$ cat config.mk
export PLATFORM = sky130hd
export DESIGN_NAME = playback_frame_sequencer_unit
export DESIGN_NICKNAME = d
export VERILOG_FILES = /design/src/rtl/core/pfs_pkg.sv /design/src/rtl/core/pfs_csr.sv /design/src/rtl/core/pfs_next.sv /design/src/rtl/core/playback_frame_sequencer_unit.sv
export SDC_FILE = /design/constraint.sdc
export NUM_CORES = 1
export LEC_CHECK = 0
export BUFFER_PORTS_ARGS = -buffer_cell sky130_fd_sc_hd__buf_4
export CAP_MARGIN = 15
export CORE_AREA = 2 2 239 194
export CTS_CLUSTER_SIZE = 8
export DETAILED_ROUTE_END_ITERATION = 6
export DIE_AREA = 0 0 241 196
export GPL_TIMING_DRIVEN = 1
export PLACE_DENSITY = 0.68
export SLEW_MARGIN = 20
export SYNTH_ARGS = -nofsm -noshare
export SYNTH_HDL_FRONTEND = slang
export SYNTH_HIERARCHICAL = 1
export SYNTH_SLANG_ARGS = --single-unit
$ cat constraint.sdc
create_clock -name clock -period 8.1 [get_ports clock]
set_input_delay 0.81 -clock clock [delete_from_list [all_inputs] [get_ports clock]]
set_output_delay 0.81 -clock clock [all_outputs]
set_load 0.02 [all_outputs]
$ cat src/rtl/core/pfs_pkg.sv
package pfs_pkg;

   localparam int FRAME_BITS = 24;
   localparam int FRAC_BITS  = 8;

   localparam int FIELD_W = 24;
   localparam int SPEED_W = 16;
   localparam int PCT_W   = 16;
   localparam int OP_W    = 3;
   localparam int MODE_W  = 2;
   localparam int IDX_W   = 2;

   localparam int POS_W     = FRAME_BITS + FRAC_BITS;
   localparam int EXT_W     = (FRAME_BITS > FIELD_W) ? FRAME_BITS : FIELD_W;
   localparam int UP_SHIFT  = (FRAC_BITS >= 8) ? (FRAC_BITS - 8) : 0;
   localparam int DOWN_SHIFT = (FRAC_BITS < 8) ? (8 - FRAC_BITS) : 0;
   localparam int SPD_W     = SPEED_W + 1 + UP_SHIFT;
   localparam int NP_W      = ((POS_W > SPD_W) ? POS_W : SPD_W) + 2;

   typedef enum logic [OP_W-1:0] {
      OP_TICK    = 3'd0,
      OP_PLAY    = 3'd1,
      OP_STOP    = 3'd2,
      OP_PAUSE   = 3'd3,
      OP_RESUME  = 3'd4,
      OP_SET_FRM = 3'd5,
      OP_SET_POS = 3'd6
   } op_type;

   localparam logic [MODE_W-1:0] MODE_WRAP   = 2'd0;
   localparam logic [MODE_W-1:0] MODE_BOUNCE = 2'd1;
   localparam logic [MODE_W-1:0] MODE_ONCE   = 2'd2;

   localparam logic [IDX_W-1:0] CSR_TOTAL = 2'd0;
   localparam logic [IDX_W-1:0] CSR_MODE  = 2'd1;
   localparam logic [IDX_W-1:0] CSR_SPEED = 2'd2;

   typedef struct packed {
      logic [FIELD_W-1:0]        total;
      logic [MODE_W-1:0]         mode;
      logic signed [SPEED_W-1:0] speed;
   } cfg_type;

   typedef struct packed {
      logic [POS_W-1:0] pos;
      logic             playing;
      logic             reversed;
   } state_type;

   function automatic logic [FRAME_BITS-1:0] to_frame(input logic [FIELD_W-1:0] v);
      logic [EXT_W-1:0] e;
      e = EXT_W'(v);
      return e[FRAME_BITS-1:0];
   endfunction

   function automatic logic [FIELD_W-1:0] from_frame(input logic [FRAME_BITS-1:0] f);
      logic [EXT_W-1:0] e;
      e = EXT_W'(f);
      return e[FIELD_W-1:0];
   endfunction

endpackage

$ cat src/rtl/core/pfs_csr.sv
module pfs_csr
   import pfs_pkg::*;
(
   input  logic               clock,
   input  logic               reset,
   input  logic               csr_valid,
   output logic               csr_ready,
   input  logic [IDX_W-1:0]   csr_index,
   input  logic [FIELD_W-1:0] csr_data,
   output cfg_type            cfg
);

   cfg_type cfg_ff;
   cfg_type cfg_in;

   assign csr_ready = 1'b1;
   assign cfg       = cfg_ff;

   always_comb begin
      cfg_in = cfg_ff;
      if (csr_valid) begin
         unique case (csr_index)
            CSR_TOTAL: cfg_in.total = csr_data;
            CSR_MODE:  cfg_in.mode  = csr_data[MODE_W-1:0];
            CSR_SPEED: cfg_in.speed = $signed(csr_data[SPEED_W-1:0]);
            default:   cfg_in = cfg_ff;
         endcase
      end
   end

   always_ff @(posedge clock) begin
      if (reset) begin
         cfg_ff.total <= FIELD_W'(1);
         cfg_ff.mode  <= MODE_WRAP;
         cfg_ff.speed <= SPEED_W'(256);
      end else begin
         cfg_ff <= cfg_in;
      end
   end

endmodule

$ cat src/rtl/core/pfs_next.sv
module pfs_next
   import pfs_pkg::*;
(
   input  state_type          st,
   input  cfg_type            cfg,
   input  logic [OP_W-1:0]    op,
   input  logic [FIELD_W-1:0] frame_value,
   input  logic [PCT_W-1:0]   position_fraction,
   output state_type          nxt
);

   localparam logic signed [SPEED_W:0] DOWN_MASK = (SPEED_W+1)'((1 << DOWN_SHIFT) - 1);

   logic [FRAME_BITS-1:0]         tot_raw;
   logic [FRAME_BITS-1:0]         tot;
   logic [FRAME_BITS-1:0]         tot_last;
   logic [FRAME_BITS-1:0]         fv;
   logic [FRAME_BITS-1:0]         fv_sat;
   logic [POS_W-1:0]              limit;
   logic [POS_W-1:0]              last;
   logic signed [SPEED_W:0]       s_eff;
   logic signed [SPEED_W:0]       s_bias;
   logic signed [SPD_W-1:0]       spd;
   logic signed [NP_W-1:0]        np;
   logic                          high;
   logic                          low;
   logic [FRAME_BITS+PCT_W-1:0]   prod;

   always_comb begin
      tot_raw  = to_frame(cfg.total);
      tot      = (tot_raw == '0) ? FRAME_BITS'(1) : tot_raw;
      tot_last = tot - FRAME_BITS'(1);
      limit    = {tot, {FRAC_BITS{1'b0}}};
      last     = {tot_last, {FRAC_BITS{1'b0}}};

      s_eff  = st.reversed ? -$signed({cfg.speed[SPEED_W-1], cfg.speed})
                           : $signed({cfg.speed[SPEED_W-1], cfg.speed});
      s_bias = s_eff[SPEED_W] ? DOWN_MASK : '0;
      spd    = SPD_W'((s_eff + s_bias) >>> DOWN_SHIFT) <<< UP_SHIFT;

      np   = $signed(NP_W'(st.pos)) + NP_W'(spd);
      high = np >= $signed(NP_W'(limit));
      low  = np[NP_W-1];

      fv     = to_frame(frame_value);
      fv_sat = (fv >= tot) ? tot_last : fv;
      prod   = tot * position_fraction;

      nxt = st;
      case (op_type'(op)) inside
         OP_TICK: begin
            if (st.playing) begin
               nxt.pos = np[POS_W-1:0];
               if (high || low) begin
                  unique case (cfg.mode) inside
                     MODE_WRAP: begin
                        nxt.pos = high ? '0 : last;
                     end
                     MODE_BOUNCE: begin
                        nxt.pos      = high ? last : '0;
                        nxt.reversed = !st.reversed;
                     end
                     default: begin
                        nxt.pos     = '0;
                        nxt.playing = 1'b0;
                     end
                  endcase
               end
            end
         end
         OP_PLAY, OP_RESUME: begin
            nxt.playing = 1'b1;
         end
         OP_STOP: begin
            nxt.playing  = 1'b0;
            nxt.pos      = '0;
            nxt.reversed = cfg.speed[SPEED_W-1];
         end
         OP_PAUSE: begin
            nxt.playing = 1'b0;
         end
         OP_SET_FRM: begin
            nxt.pos = {fv_sat, {FRAC_BITS{1'b0}}};
         end
         OP_SET_POS: begin
            nxt.pos = POS_W'(prod >> (PCT_W - FRAC_BITS));
         end
         default: begin
            nxt = st;
         end
      endcase
   end

endmodule

$ cat src/rtl/core/playback_frame_sequencer_unit.sv
// Pipeline: a request waits in the request register and its result in the result register;
// a stalled result holds the request register until the result transfers.
// Throughput: one request per cycle while results are accepted; the position update is a single add,
// range compare and select between the request register and the result register.
// Reset: synchronous, active high; position 0, stopped, forward, total 1,
// wrap mode, speed 1.0, and both pipeline registers empty.
module playback_frame_sequencer_unit
   import pfs_pkg::*;
(
   input  logic               clock,
   input  logic               reset,
   input  logic               req_valid,
   output logic               req_ready,
   input  logic [OP_W-1:0]    req_opcode,
   input  logic [FIELD_W-1:0] req_frame_value,
   input  logic [PCT_W-1:0]   req_position_fraction,
   output logic               rsp_valid,
   input  logic               rsp_ready,
   output logic [FIELD_W-1:0] rsp_current_frame,
   output logic               rsp_is_playing,
   output logic               rsp_is_reversed,
   input  logic               csr_valid,
   output logic               csr_ready,
   input  logic [IDX_W-1:0]   csr_index,
   input  logic [FIELD_W-1:0] csr_data
);

   cfg_type            cfg;
   state_type          st_ff;
   state_type          st_in;
   logic               in_valid_ff;
   logic               in_valid_in;
   logic [OP_W-1:0]    op_ff;
   logic [FIELD_W-1:0] fv_ff;
   logic [PCT_W-1:0]   pct_ff;
   logic               out_valid_ff;
   logic               out_valid_in;
   logic [FIELD_W-1:0] frame_ff;
   logic               playing_ff;
   logic               reversed_ff;
   logic               advance;
   logic               req_take;

   pfs_csr u_csr (
      .clock     (clock),
      .reset     (reset),
      .csr_valid (csr_valid),
      .csr_ready (csr_ready),
      .csr_index (csr_index),
      .csr_data  (csr_data),
      .cfg       (cfg)
   );

   pfs_next u_next (
      .st                (st_ff),
      .cfg               (cfg),
      .op                (op_ff),
      .frame_value       (fv_ff),
      .position_fraction (pct_ff),
      .nxt               (st_in)
   );

   assign advance   = in_valid_ff && (!out_valid_ff || rsp_ready);
   assign req_ready = !in_valid_ff || advance;
   assign req_take  = req_valid && req_ready;

   always_comb begin
      in_valid_in = in_valid_ff;
      if (req_take) begin
         in_valid_in = 1'b1;
      end else if (advance) begin
         in_valid_in = 1'b0;
      end
      out_valid_in = out_valid_ff;
      if (advance) begin
         out_valid_in = 1'b1;
      end else if (rsp_ready) begin
         out_valid_in = 1'b0;
      end
   end

   always_ff @(posedge clock) begin
      if (reset) begin
         in_valid_ff  <= 1'b0;
         out_valid_ff <= 1'b0;
         st_ff        <= '0;
      end else begin
         in_valid_ff  <= in_valid_in;
         out_valid_ff <= out_valid_in;
         if (advance) begin
            st_ff <= st_in;
         end
      end
   end

   always_ff @(posedge clock) begin
      if (req_take) begin
         op_ff  <= req_opcode;
         fv_ff  <= req_frame_value;
         pct_ff <= req_position_fraction;
      end
      if (advance) begin
         frame_ff    <= from_frame(st_in.pos[POS_W-1:FRAC_BITS]);
         playing_ff  <= st_in.playing;
         reversed_ff <= st_in.reversed;
      end
   end

   assign rsp_valid         = out_valid_ff;
   assign rsp_current_frame = frame_ff;
   assign rsp_is_playing    = playing_ff;
   assign rsp_is_reversed   = reversed_ff;

endmodule

==> metrics.md <==
| Metric | Value |
|---|---|
| Starting density of the core | `0.513` |
| Setup TNS | `0 ps` |
| Worst VDD drop | `0.178 mV` |
| Synth top area share | `0.265` |
| WL per Instance | `22.2 microns` |
| Vias post-DR | `19,500` |
| Core Area | `0.0450 sq mm` |
| CP arrival | `8250 ps` |
| Buffers on Ports | `101` |
| CP startpoint | `u_csr/cfg[0]` |
| WL final | `73,200 microns` |
| Final instance area | `0.0252 sq mm` |
| CTS Buffer Depth | `2` |
| # setup viols final | `0` |
| Final hold slack | `501 ps` |
| Worst-Skew Late Latency | `470 ps` |
| Top FF cell, synth | `dfxtp_1` |
| Syn Nets | `3,189` |
| Crit Path Max Fanout | `18` |
| Final ANT Viol Nets | `0` |
| Iteration-0 DRC Markers | `2,076` |
| Sequential area share after synthesis | `0.157` |
| Worst slew pin tran | `1260 ps` |
| Synthesized area | `0.0231 sq mm` |
| Yosys warns | `6` |
| Synth unique cells | `93` |
| Slowest cell on crit path | `or3b_1` |
| Grt met1 use | `0.459` |
| All-Layer GR Usage | `0.320` |
| Most common cell after layout, fill and taps aside | `inv_1` |
| Post-route minimum period | `7860 ps` |
| # diodes | `0` |
| Synth top area cells | `fa_1 (27%), ha_1 (10%), edfxtp_1 (9.0%)` |
| Die area | `0.0472 sq mm` |
| Placed Cells | `3,269` |
| # fillers | `4,119` |
| TritonCTS clock tree | `built` |
| Most frequent cells in the layout | `inv_1 (397), nand2_1 (327), fa_1 (306)` |
| Pwr per Cell Area | `119 mW/mm^2` |
| Detail Placement HPWL | `55,500 microns` |
| Row count | `70` |
| Largest net degree at the start of global routing | `121` |
| Syn_area_per_cell | `8.82 sq um` |
| GPL Wtd Cong | `0.983` |
| Drt drc | `0` |
| Worst Path Buf+Inv | `4` |
| Status | `complete, no violations` |
| GRT overflow | `0` |
| Skew final | `14.2 ps` |
| Die Width | `241 microns` |
| Asr flop ratio synth | `0` |
| Reg2reg end | `st_ff[33]` |
| Max Slew Vio Count | `0` |
| Worst-path clk slew | `80 ps` |
| Startpoint Class | `flop` |
| Slew HR | `0.160` |
| Post-CTS setup buffers | `0` |
| Register bit total from synthesis | `147` |
| CTS Buf Count | `17` |
| Finished Layout Cells | `3,302` |
| Min-delay worst type | `reg2reg` |
| DRT Pass-1 Iters | `5` |
| Cell accounting for the most synthesized area | `fa_1` |
| Max-Cap Viols | `0` |
| Total power | `0.00300 W` |
| R2r setup slk | `240 ps` |
| Critical Path Sink | `st_ff[33]` |
| CP Class | `reg2reg` |
| GR peak layer | `met2` |
| Fin crit share | `0.970` |
| DIE HEIGHT | `196 microns` |
| Most numerous cell on the critical path | `ha_1` |
| Initial antenna violation count | `0` |
| DP Area | `0.0246 sq mm` |
| Levels on crit path | `30` |
| Number of global-route vias before repair | `19,800` |
| Root Buffer | `clkbuf_16` |
| Crit path max-delay family | `simple AND/OR/NAND/NOR gates` |
| Vias per inst | `5.90` |
| Crit-path max cell delay | `460 ps` |
| Mapped Cells | `2,617` |
| Routing usage on met2 | `0.488` |
| Reg2reg start | `u_csr/cfg[0]` |
| P_leak | `11.6 nW` |
| M3 GR Usage | `0.0720` |
| IO Count | `103` |
| Worst Path Required | `8490 ps` |
| Layout area overhead | `9.29%` |
| H-Tree Depth | `4` |
| First-pass GRT wire length | `114,000 microns` |
| Worst r2r path cells | `30` |
| Clk sink count | `147` |
| Critical path capture point type | `flop` |
| Share of layout cells above drive strength 1 | `0.0918` |
| Fin nets | `3,249` |
| Fmax | `127 MHz` |
| Number of synthesized flops with an enable pin | `69` |
| Hold Violations, Final | `0` |
==> timing repair <==
action,4_1_cts,5_1_grt
endpoints found under the setup margin,0,8
hold buffers,0,0
resized for setup,0,3
==> state kept, by name (all words and copies together) (netlist names) <==
name and cells:
st_ff 34, op_ff 3, u_csr/cfg 42, fv_ff 24, in_valid_ff 1, rsp_current_frame 24, rsp_is_playing 1, pct_ff 16
rsp_is_reversed 1, rsp_valid 1
==> layer usage <==
| layer | wire length (microns) | up-vias |
|---|---|---|
| li1 | - | 8620 |
| met1 | 32100 | 9752 |
| met2 | 32200 | 988 |
| met3 | 7200 | 118 |
| met4 | 1620 | 0 |
| met5 | 0 | - |
==> cells in the mapped netlist, types with 15 or more instances <==
cell type,count
fa_1,306
edfxtp_1,69
xor2_1,25
mux2i_1,103
clkbuf_1,110
a21oi_1,117
nor2_1,87
ha_1,192
nand3_1,24
nand4_1,17
o21ai_0,61
nand2_1,327
dfxtp_1,78
nor2b_1,15
nand2b_1,145
a21o_1,44
xnor2_1,65
nor3_1,31
and2_1,156
inv_1,397
==> per-stage QoR <==
stage / utilization / setup WS (ps)
after floorplan: - / 395
after global placement: 0.546 / 601
after detailed placement: 0.546 / 435
after CTS: 0.559 / 424
after global routing: 0.560 / -50.8
final: 0.560 / 242
==> layout make-up <==
cell class	instances	area [sq um]	area share
multi-input cells	1937	17400	0.689
flip-flops and latches	147	3630	0.144
inverters	397	1490	0.0591
repair buffers	177	1360	0.0540
well taps	612	766	0.0304
clock buffers	17	425	0.0169
clock inverters	15	161	0.00640
==> power breakdown <==
| part | internal (W) | switching [W] | total, W |
|---|---|---|---|
| registers | 0.000817 | 0.0000558 | 0.000873 |
| logic | 0.000488 | 0.000811 | 0.00130 |
| clock network | 0.000411 | 0.000419 | 0.000830 |
==> worst min-delay path by stage <==
stage | from | end | slack, ps | cells after the start
floorplan | u_csr/cfg[36] | u_csr/cfg[36] | 450 | 2
global placement | st_ff[2] | st_ff[2] | 480 | 2
detailed placement | st_ff[2] | st_ff[2] | 500 | 2
CTS | req_position_fraction[14] | pct_ff[14] | 490 | 1
global route | req_opcode[1] | op_ff[1] | 490 | 1
finish | st_ff[2] | st_ff[2] | 500 | 2
==> worst min-delay path: stages (launching register included) <==
cell	delay [ps]
dfxtp_1	330
nand2b_1	70
mux2i_1	50
==> kinds of logic after synthesis <==
logic type | after synthesis | share of synthesized area
simple gates | 848 | 0.185
buf+inv | 533 | 0.0912
fa+ha+maj | 500 | 0.370
compound gates | 392 | 0.115
flops | 147 | 0.157
mux | 106 | 0.0461
xor+xnor | 90 | 0.0342
other cells | 1 | 0.000162
Note: power is estimated with default switching activity, not from simulation.
